$ cat src/design/polygon_perimeter_macros.svh
// ---------------------------------------------------------------------------
// Polygon perimeter assertion macros
// Concurrent assertion wrappers that vanish when SYNTHESIS is defined.
// ---------------------------------------------------------------------------
`ifndef POLYGON_PERIMETER_MACROS_SVH
`define POLYGON_PERIMETER_MACROS_SVH

`ifndef SYNTHESIS
`define PP_ASSERT(lbl, prop, msg) \
  lbl: assert property (@(posedge clk) disable iff (rst) (prop)) else $error(msg);
`define PP_ASSERT_NEXT(lbl, ante, cons, msg) \
  lbl: assert property (@(posedge clk) disable iff (rst) (ante) |=> (cons)) else $error(msg);
`else
`define PP_ASSERT(lbl, prop, msg)
`define PP_ASSERT_NEXT(lbl, ante, cons, msg)
`endif

`endif

$ cat src/design/pp_pkg.sv
// ---------------------------------------------------------------------------
// Polygon perimeter package
// Sequencer states, field widths and saturation limits.
// ---------------------------------------------------------------------------
`timescale 1ns / 1ps

package pp_pkg;

  localparam int COORD_W = 16;
  localparam int SUM_W   = 48;
  localparam int COUNT_W = 16;
  localparam int ROOT_W  = 25;
  localparam int RAD_W   = 2 * ROOT_W;
  localparam int REM_W   = ROOT_W + 1;
  localparam int STEP_W  = 5;

  localparam logic [STEP_W-1:0]  STEP_LAST = STEP_W'(ROOT_W - 1);
  localparam logic [SUM_W-1:0]   SUM_MAX   = {SUM_W{1'b1}};
  localparam logic [COUNT_W-1:0] COUNT_MAX = {COUNT_W{1'b1}};

  typedef enum logic [2:0] {
    ST_IDLE,
    ST_DIFF,
    ST_SQX,
    ST_SQY,
    ST_ROOT,
    ST_ACCUM,
    ST_OUT
  } state_t;

endpackage

$ cat src/design/polygon_perimeter.sv
// ---------------------------------------------------------------------------
// Polygon perimeter
// Sequence: an opening vertex that is not final only seeds the polygon; any other
// vertex runs difference, two squarings on one shared 16x16 multiplier, a 25-step
// square root and accumulate. A final vertex runs the sequence again for the closing
// edge; a lone vertex runs it once. The perimeter is registered once the output
// register is free and the input reopens after that; output stalls can hold both up.
// Reset (rst, synchronous) clears the sequencer, polygon state and output valid.
// ---------------------------------------------------------------------------
`timescale 1ns / 1ps
`include "polygon_perimeter_macros.svh"

module polygon_perimeter (
  input  logic                                clk,
  input  logic                                rst,
  input  logic                                in_valid,
  output logic                                in_stall,
  input  logic signed [pp_pkg::COORD_W-1:0]   x_coord,
  input  logic signed [pp_pkg::COORD_W-1:0]   y_coord,
  input  logic                                last_vertex,
  output logic                                out_valid,
  input  logic                                out_stall,
  output logic        [pp_pkg::SUM_W-1:0]     perimeter,
  output logic        [pp_pkg::COUNT_W-1:0]   vertex_count
);

  import pp_pkg::*;

  // Sequencer state.
  state_t state;
  state_t state_next;

  // Polygon state kept between requests.
  logic [COORD_W-1:0] first_x;
  logic [COORD_W-1:0] first_y;
  logic [COORD_W-1:0] prev_x;
  logic [COORD_W-1:0] prev_y;
  logic               in_polygon;
  logic [SUM_W-1:0]   length_sum;
  logic [COUNT_W-1:0] count_seen;
  logic               last_r;
  logic               closing;

  // Edge end points and the working registers of the shared datapath.
  logic [COORD_W-1:0] ea_x;
  logic [COORD_W-1:0] ea_y;
  logic [COORD_W-1:0] eb_x;
  logic [COORD_W-1:0] eb_y;
  logic [COORD_W-1:0] ux;
  logic [COORD_W-1:0] uy;
  logic [2*COORD_W-1:0] sq_x;
  logic [RAD_W-1:0]   rad;
  logic [REM_W-1:0]   rem;
  logic [ROOT_W-1:0]  root;
  logic [STEP_W-1:0]  step;

  // Decoded controls.
  logic accept;
  logic out_free;
  logic out_load;
  logic mul_sel_y;

  // Combinational datapath.
  logic [COORD_W:0]     dx;
  logic [COORD_W:0]     dy;
  logic [COORD_W:0]     ndx;
  logic [COORD_W:0]     ndy;
  logic [COORD_W-1:0]   mul_op;
  logic [2*COORD_W-1:0] prod;
  logic [2*COORD_W:0]   sq_sum;
  logic [REM_W+1:0]     rt_shift;
  logic [REM_W+1:0]     rt_trial;
  logic [REM_W+1:0]     rt_diff;
  logic                 rt_ge;
  logic [SUM_W:0]       sum_wide;

  // Next state.
  always_comb begin
    state_next = state;
    unique case (state)
      ST_IDLE: begin
        if (accept && (in_polygon || last_vertex)) begin
          state_next = ST_DIFF;
        end
      end
      ST_DIFF:  state_next = ST_SQX;
      ST_SQX:   state_next = ST_SQY;
      ST_SQY:   state_next = ST_ROOT;
      ST_ROOT: begin
        if (step == STEP_LAST) begin
          state_next = ST_ACCUM;
        end
      end
      ST_ACCUM: begin
        if (closing) begin
          state_next = ST_OUT;
        end else if (last_r) begin
          state_next = ST_DIFF;
        end else begin
          state_next = ST_IDLE;
        end
      end
      ST_OUT: begin
        if (out_free) begin
          state_next = ST_IDLE;
        end
      end
      default: state_next = ST_IDLE;
    endcase
  end

  // Control outputs of the sequencer. The output register is free when it is
  // empty or its content is taken in this cycle, so a waiting result never
  // holds up the input side until the next one is ready.
  always_comb begin
    in_stall  = 1'b1;
    mul_sel_y = 1'b0;
    out_load  = 1'b0;
    unique case (state)
      ST_IDLE:  in_stall  = 1'b0;
      ST_SQY:   mul_sel_y = 1'b1;
      ST_OUT:   out_load  = out_free;
      default:  in_stall  = 1'b1;
    endcase
  end

  assign accept   = in_valid && !in_stall;
  assign out_free = !out_valid || !out_stall;

  // Absolute coordinate differences, 17-bit signed, magnitude fits 16 bits.
  assign dx  = {ea_x[COORD_W-1], ea_x} - {eb_x[COORD_W-1], eb_x};
  assign dy  = {ea_y[COORD_W-1], ea_y} - {eb_y[COORD_W-1], eb_y};
  assign ndx = (COORD_W+1)'(0) - dx;
  assign ndy = (COORD_W+1)'(0) - dy;

  // The single multiplier squares ux, then uy.
  assign mul_op = mul_sel_y ? uy : ux;
  assign prod   = mul_op * mul_op;
  assign sq_sum = {1'b0, sq_x} + {1'b0, prod};

  // One restoring square-root digit: bring down two radicand bits and try
  // subtracting 4*root + 1.
  assign rt_shift = {rem, rad[RAD_W-1 -: 2]};
  assign rt_trial = {1'b0, root, 2'b01};
  assign rt_ge    = (rt_shift >= rt_trial);
  assign rt_diff  = rt_shift - rt_trial;

  // Saturating perimeter accumulation.
  assign sum_wide = {1'b0, length_sum} + (SUM_W+1)'(root);

  always_ff @(posedge clk) begin
    if (rst) begin
      state      <= ST_IDLE;
      in_polygon <= 1'b0;
      length_sum <= '0;
      count_seen <= '0;
      first_x    <= '0;
      first_y    <= '0;
      prev_x     <= '0;
      prev_y     <= '0;
      closing    <= 1'b0;
      last_r     <= 1'b0;
      step       <= '0;
      out_valid  <= 1'b0;
    end else begin
      state <= state_next;

      if (out_load) begin
        out_valid <= 1'b1;
      end else if (out_valid && !out_stall) begin
        out_valid <= 1'b0;
      end

      unique case (state)
        ST_IDLE: begin
          if (accept) begin
            last_r <= last_vertex;
            prev_x <= x_coord;
            prev_y <= y_coord;
            eb_x   <= x_coord;
            eb_y   <= y_coord;
            if (!in_polygon) begin
              // Opening vertex: a closing edge to itself has zero length.
              first_x    <= x_coord;
              first_y    <= y_coord;
              length_sum <= '0;
              count_seen <= COUNT_W'(1);
              in_polygon <= 1'b1;
              ea_x       <= x_coord;
              ea_y       <= y_coord;
              closing    <= 1'b1;
            end else begin
              ea_x    <= prev_x;
              ea_y    <= prev_y;
              closing <= 1'b0;
              if (count_seen != COUNT_MAX) begin
                count_seen <= count_seen + COUNT_W'(1);
              end
            end
          end
        end
        ST_DIFF: begin
          ux <= dx[COORD_W] ? ndx[COORD_W-1:0] : dx[COORD_W-1:0];
          uy <= dy[COORD_W] ? ndy[COORD_W-1:0] : dy[COORD_W-1:0];
        end
        ST_SQX: begin
          sq_x <= prod;
        end
        ST_SQY: begin
          rad  <= {1'b0, sq_sum, 16'h0000};
          rem  <= '0;
          root <= '0;
          step <= '0;
        end
        ST_ROOT: begin
          rad  <= {rad[RAD_W-3:0], 2'b00};
          rem  <= rt_ge ? rt_diff[REM_W-1:0] : rt_shift[REM_W-1:0];
          root <= {root[ROOT_W-2:0], rt_ge};
          step <= (step == STEP_LAST) ? '0 : step + STEP_W'(1);
        end
        ST_ACCUM: begin
          length_sum <= sum_wide[SUM_W] ? SUM_MAX : sum_wide[SUM_W-1:0];
          if (!closing && last_r) begin
            // Closing edge from the final vertex back to the first.
            ea_x    <= prev_x;
            ea_y    <= prev_y;
            eb_x    <= first_x;
            eb_y    <= first_y;
            closing <= 1'b1;
          end
        end
        ST_OUT: begin
          if (out_free) begin
            in_polygon <= 1'b0;
            length_sum <= '0;
            count_seen <= '0;
          end
        end
        default: begin
        end
      endcase
    end
  end

  // Result register: payload only, qualified by out_valid.
  always_ff @(posedge clk) begin
    if (out_load) begin
      perimeter    <= length_sum;
      vertex_count <= count_seen;
    end
  end

  `PP_ASSERT(a_result_from_seq, $rose(out_valid) |-> ($past(state) == ST_OUT), "result not from sequencer")
  `PP_ASSERT(a_step_range, step <= STEP_LAST, "root step counter out of range")
  `PP_ASSERT(a_count_live, !in_polygon || (count_seen != '0), "open polygon with zero count")
  `PP_ASSERT_NEXT(a_open_fast, accept && !in_polygon && !last_vertex, state == ST_IDLE, "opening vertex not taken in one cycle")

endmodule

$ cat config.mk
export PLATFORM = sky130hd
export DESIGN_NAME = polygon_perimeter
export DESIGN_NICKNAME = d
export VERILOG_FILES = /design/src/design/pp_pkg.sv /design/src/design/polygon_perimeter.sv
export VERILOG_INCLUDE_DIRS = /design/src /design/src/design
export SDC_FILE = /design/constraint.sdc
export NUM_CORES = 1
export LEC_CHECK = 0
export BUFFER_PORTS_ARGS = -buffer_cell sky130_fd_sc_hd__buf_2
export CORE_MARGIN = 4
export CORE_UTILIZATION = 40
export CTS_BUF_LIST = sky130_fd_sc_hd__clkbuf_4 sky130_fd_sc_hd__clkbuf_8 sky130_fd_sc_hd__clkbuf_16
export DETAILED_ROUTE_END_ITERATION = 7
export PLACE_DENSITY = 0.66
export SKIP_LAST_GASP = 1
export SLEW_MARGIN = 20
export SYNTH_ARGS = -nofsm -noshare
export SYNTH_HDL_FRONTEND = slang
export SYNTH_SLANG_ARGS = --single-unit
$ cat constraint.sdc
create_clock -name clk -period 8.3 [get_ports clk]
set_clock_uncertainty 0.1 [all_clocks]
set_input_delay 1.245 -clock clk [delete_from_list [all_inputs] [get_ports clk]]
set_output_delay 1.245 -clock clk [all_outputs]
set_load 0.02 [all_outputs]
==> results of run 1 <==
## cell type report
class                           instances  area (um^2)
Tap cell                              950         1190
Sequential cell                       416        11100
Timing Repair Buffer                  275         1900
Antenna cell                            1         2.50
Fill cell                            6685        37600
Clock buffer                           63         1340
Inverter                              364         1380
Multi-Input combinational cell       2186        16700
Clock inverter                         23          328
## logic make-up (layout without fill, tap and decap cells)
family | Yosys count | in the layout | synth area share (%)
simple gates | 968 | 968 | 14.6
flops | 416 | 416 | 38.3
mux | 77 | 77 | 2.84
buf+inv | 452 | 725 | 5.92
fa+ha+maj | 383 | 383 | 20.8
compound gates | 614 | 614 | 13.2
xor+xnor | 144 | 144 | 4.35
other cells | 0 | 1 | 0
## synthesized netlist by cell type, types with 13 or more instances
library cell | count | area share, %
and2_1 | 19 | 0.41
and3_1 | 29 | 0.63
edfxtp_1 | 276 | 29
nor4_1 | 13 | 0.28
ha_1 | 219 | 9.5
nand2b_1 | 17 | 0.37
nor3_1 | 48 | 0.83
dfxtp_1 | 140 | 9.7
a21oi_1 | 222 | 3.8
a21o_1 | 66 | 1.7
o211ai_1 | 13 | 0.34
nor2b_1 | 18 | 0.39
fa_1 | 164 | 11
inv_1 | 358 | 4.6
xnor2_1 | 96 | 2.9
nor2_1 | 259 | 3.4
clkbuf_1 | 77 | 1.0
mux2i_1 | 35 | 1.2
o21ai_0 | 130 | 2.2
nand2_1 | 448 | 5.8
nand3_1 | 43 | 0.74
o21a_1 | 21 | 0.54
a31oi_1 | 27 | 0.58
a211oi_1 | 16 | 0.41
mux2_2 | 42 | 1.6
nand4_1 | 25 | 0.54
xor2_1 | 48 | 1.5
## layout by cell type, fill, tap and decap left out, drive strengths merged, types with 42 or more instances in the layout
cell type,count
xor2,48
nor2,259
fa,164
inv,359
ha,219
a21oi,225
o21ai,137
clkbuf,64
a21o,66
edfxtp,276
nor3,48
xnor2,96
nand2,448
buf,274
nand3,43
mux2,42
dfxtp,140
## path summary, 6_finish.rpt
check                               start         to  slack, ns  cells past startpoint
worst min register to register  prev_y[6]  prev_y[6]       0.35                      2
worst min-delay path            prev_y[6]  prev_y[6]       0.35                      2
worst max register to register   state[2]    rad[44]       0.16                     35
worst max-delay path             state[2]    rad[44]       0.16                     35
## worst max-delay path: cells and delay by family (launching register included)
family,cells,cell delay [ns]
adder cells (fa/ha/maj),8,3.54
AO/OA/AOI/OAI,9,1.65
buffers and inverters,9,0.95
AND/OR/NAND/NOR,6,0.56
XOR/XNOR,2,0.37
flip-flops,1,0.32
multiplexers,1,0.32
## through the flow
step / utilization [%] / hold WS [ns] / cell area [um^2]
after floorplan: - / 0.306 / 29100
after global placement: 44.2 / 0.340 / 31600
after detailed placement: 44.2 / 0.344 / 31600
after CTS: 46.6 / 0.352 / 33400
after global routing: 47.4 / 0.370 / 34000
final: 47.4 / 0.352 / 34000
## timing repair
item / CTS / global route
resized for setup: 10 / 121
pin swaps: 4 / 96
buffers inserted: 1 / 17
cloned: 0 / 1
hold endpoints to repair: 0 / 0
setup endpoints to repair: 8 / 10
## per-layer routing
| layer | global-route usage (%) | up-vias |
|---|---|---|
| met5 | 0 | - |
| met4 | 4.45 | 0 |
| met3 | 2.54 | 93 |
| met2 | 27.3 | 471 |
| met1 | 24.1 | 10400 |
| li1 | - | 10900 |
## state kept, by name (all words and copies together), names as in the netlist, 3 cells and up
name,cells
root,25
perimeter,48
step,5
first_y,16
ea_y,16
uy,16
length_sum,48
rem,26
vertex_count,16
eb_x,16
count_seen,16
ea_x,16
prev_x,16
sq_x,31
state,3
first_x,16
eb_y,16
prev_y,16
ux,16
rad,34
==> run_results.csv, run 1 <==
group,metric,value,unit
outcome,status,"finished, final reports clean",
clocking,cts.sinks,416,
drt,vias_per_cell,5.13,
sta,setup-violations-final,0,
global_routing,overflow,0,
sta,fin_crit_sh,98.0,%
global_routing,grt_pass1_wl,110000,um
drt,route.met3.wl,3310,um
floorplan,coreArea,71600,um^2
logic_synthesis,synthCells,3054,
critical_path,critical_path_class,"reg -> reg",
drt,wl_met2,30500,um
clocking,htreeDepth,2,
logic_synthesis,yosysWarnings,0,
logic_synthesis,syn-num-nets,3474,
critical_path,worstPathRequired,8.52,ns
logic_synthesis,ys_seq_area_share,38.3,%
critical_path,cp_max_fo,6,
min_path,hold_path_class,"reg -> reg",
drt,wl,67100,um
floorplan,dieWidth,277,um
logic_synthesis,async_flop_share,0,%
logic_synthesis,synthesis.area,29000,um^2
sta,worst_pin_slew,0.998,ns
sta,rsz0062_at_grt,"true",
clocking,path_clk_slew,0.06,ns
logic_synthesis,synth_flop_cell,"edfxtp_1",
global_routing,first_global_vias,21300,
floorplan,start_util,40.5,%
floorplan,pin_count,103,
drt,post_drt_wl_per_cell,15.7,um
sta,tns,0,ns
floorplan,design.die.area,76800,um^2
drt,final_antenna_net_count,0,
critical_path,crit_arrival,8.35,ns
cells_and_area,finalNonFillerCells,4278,
critical_path,worst_path_max_delay_cell,"fa_1",
cells_and_area,drive_gt1_share,16.6,%
place,hpwl,50100,um
critical_path,cp_slowest_stage_delay,0.54,ns
sta,min_period,8.14,ns
logic_synthesis,synth_edf_count,276,
logic_synthesis,synth-seq-cells,416,
clocking,insertion_delay,0.60,ns
cells_and_area,nets,3709,
floorplan,die_height,277,um
place,gp_congestion,0.930,
global_routing,grt_max_degree,89,
cells_and_area,area_growth,17.3,%
floorplan,rows,98,
place,dp_slack,-0.147,ns
sta,slew_viol_final,0,
critical_path,cp_common_cell,"fa_1",
place,placement.io_buffers,102,
place,dp.cells,4171,
drt,drtIter0Drc,1233,
logic_synthesis,yosysUniqueCellTypes,82,
sta,hold_viol_final,0,
clocking,clock_path_buffers,3,
drt,drc,0,
global_routing,grt.total_usage,16.9,%
clocking,numCtsBuffers,46,
clocking,cts_root_buffer,"clkbuf_16",
drt,highest_layer,"met4",
drt,dr.pass1.iters,5,
global_routing,antenna_found_initial,1,
critical_path,endpoint_kind,"flop",
drt,vias,21900,
clocking,holdBufCountCts,0,
sta,fmax,0.123,GHz
critical_path,start_kind,"flop",
sta,relSlewSlack,33.5,%
drt,met1_length,31800,um
logic_synthesis,avgSynthCellArea,9.49,um^2
job,max-cap-violations,0,
sta,setup_ws,0.162,ns
clocking,cts_tree,"built",
Power of run 1 is not shown: default switching activity piles up to over one toggle a cycle in this logic, so the estimate is an artifact.
==> run 2, diff against run 1 <==
--- a/config.mk
+++ b/config.mk
@@ -7,6 +7,7 @@
 export NUM_CORES = 1
 export LEC_CHECK = 0
 export BUFFER_PORTS_ARGS = -buffer_cell sky130_fd_sc_hd__buf_2
+export CORE_ASPECT_RATIO = 0.9
 export CORE_MARGIN = 4
 export CORE_UTILIZATION = 40
 export CTS_BUF_LIST = sky130_fd_sc_hd__clkbuf_4 sky130_fd_sc_hd__clkbuf_8 sky130_fd_sc_hd__clkbuf_16
==> run 2 against run 1 <==
  * Count of clock-buffer cells in the layout fell by 4
  * Global-route usage rose by 0.099 points
  * Critical path depth rose by 3
  * Sequential share of layout area rose by 0.13 points
  * Core utilization fell by 0.23 points
  * Routed wire length rose by 0.34%
  * Die area barely moved
  * First-iteration DRC count rose by 22%
  * Maximum frequency barely moved
  * Register-to-register slack barely moved
  * Worst setup slack got worse by 0.0024 ns
  * Via count fell by 0.37%
==> run_results.csv, run 2 (same netlist as run 1, synthesis figures left out) <==
group,metric,value,unit
global_routing,grt_busiest_layer,"met2",
clocking,cts.sinks,416,
critical_path,ff2ff_setup_slack,0.16,ns
min_path,min_from,"prev_y[15]",
cells_and_area,final_area,33800,um^2
job,max-cap-violations,0,
floorplan,dieWidth,292,um
clocking,cts_tree,"built",
floorplan,die_height,263,um
sta,setup-violations-final,0,
sta,worst_pin_slew,1.07,ns
clocking,numCtsBuffers,45,
drt,vias_per_cell,5.14,
critical_path,r2r_cells,38,
sta,slew_viol_final,0,
floorplan,design.die.area,76800,um^2
global_routing,antenna_found_initial,3,
cells_and_area,reg.largest.list,"length_sum (48), perimeter (48), rad (34)",
cells_and_area,drive_gt1_share,15.8,%
floorplan,start_util,40.4,%
drt,wl,67300,um
critical_path,worstPathRequired,8.50,ns
sta,hold_viol_final,0,
cells_and_area,nets,3684,
global_routing,overflow,0,
clocking,htreeDepth,2,
critical_path,start_kind,"flop",
critical_path,critical_path_class,"reg -> reg",
outcome,status,"finished, final reports clean",
clocking,cts_root_buffer,"clkbuf_16",
floorplan,pin_count,103,
cells_and_area,multi_input_area,16800,um^2
critical_path,cp_slowest_stage_delay,0.52,ns
cells_and_area,most-common-layout-cells,"nand2_1, inv_1, edfxtp_1, nor2_1, ha_1",
sta,relSlewSlack,28.8,%
drt,post_drt_wl_per_cell,15.8,um
min_path,min_to,"prev_y[15]",
critical_path,cp_common_cell,"fa_1",
min_path,hold_path_class,"reg -> reg",
place,hpwl,49900,um
critical_path,worst_path_max_delay_cell,"fa_1",
critical_path,cp_max_fo,8,
global_routing,grtUsageMet3,2.71,%
cells_and_area,area_growth,16.8,%
critical_path,crit_arrival,8.34,ns
place,placement.io_buffers,102,
place,placed_cell_area,31400,um^2
clocking,holdBufCountCts,0,
place,dp_slack,-0.158,ns
global_routing,grt_max_degree,89,
cells_and_area,finalNonFillerCells,4253,
sta,fin_crit_sh,98.1,%
drt,vias,21900,
sta,setup_ws,0.160,ns
cells_and_area,fillers,6730,
critical_path,worstReg2RegEnd,"rad[48]",
sta,tns,0,ns
floorplan,rows,93,
drt,dr.pass1.iters,8,
cells_and_area,ff_latch_area,11100,um^2
global_routing,grt_pass1_wl,110000,um
drt,drtIter0Drc,1510,
clocking,clock_path_buffers,3,
critical_path,endpoint_kind,"flop",
clocking,path_clk_slew,0.06,ns
global_routing,first_global_vias,21200,
global_routing,grt.total_usage,17.0,%
sta,min_period,8.14,ns
sta,fmax,0.123,GHz
min_path,min_path_cells,2,
sta,rsz0062_at_grt,"true",
critical_path,regToRegStartpoint,"state[2]",
drt,drc,0,
clocking,insertion_delay,0.59,ns
drt,final_antenna_net_count,0,
floorplan,coreArea,71700,um^2
place,dp.cells,4143,
global_routing,use_met2,26.8,%
cells_and_area,layout_commonest_cell,"nand2_1",
global_routing,met1_usage,24.9,%
place,gp_congestion,0.923,
==> run 2: metal layers <==
layer	part of all wire [%]	vias up
met5	0	-
met4	2.0	0
met3	5.5	94
met2	44	508
met1	48	10400
li1	-	10900
==> run 2: worst max-delay path, delay by kind of cell, from the launching register on <==
family,cells,cell delay (ns)
adder cells (fa/ha/maj),8,3.30
AO/OA/AOI/OAI,12,2.18
buffers and inverters,8,0.78
AND/OR/NAND/NOR,8,0.70
flip-flops,1,0.32
multiplexers,1,0.32
XOR/XNOR,1,0.15
==> run 2: what timing repair did <==
action / 4_1_cts / 5_1_grt
endpoints found under the setup margin: 8 / 11
buffers inserted: 2 / 22
resized for setup: 25 / 115
pin swaps: 12 / 97
cloned: 1 / 0
hold endpoints to repair: 0 / 0
==> run 2: through the flow <==
step | hold WS [ns] | utilization [%]
global route | 0.364 | 47.2
detailed placement | 0.344 | 43.8
CTS | 0.354 | 46.3
finish | 0.350 | 47.2
global placement | 0.340 | 43.8
floorplan | 0.306 | -
==> run 2: final cells by class <==
| type | instances | share of cell area, % |
|---|---|---|
| tap | 950 | 3.51 |
| multi-input combinational | 2186 | 49.8 |
| clock buffer | 59 | 3.78 |
| timing repair buffer | 251 | 5.01 |
| antenna | 2 | 0.0148 |
| clock inverter | 25 | 1.04 |
| sequential | 416 | 32.8 |
| inverter | 364 | 4.07 |
==> run 2: worst max-delay path by stage <==
stage | startpoint | to | slack (ns)
2_1_floorplan | state[2] | rad[48] | -0.005
6_report | state[2] | rad[48] | 0.16
3_3_place_gp | state[2] | rad[44] | -0.1
5_1_grt | state[2] | rad[42] | -0.23
3_5_place_dp | state[2] | rad[48] | -0.16
4_1_cts | state[2] | rad[48] | 0.01
Power of run 2 is left out for the same reason.
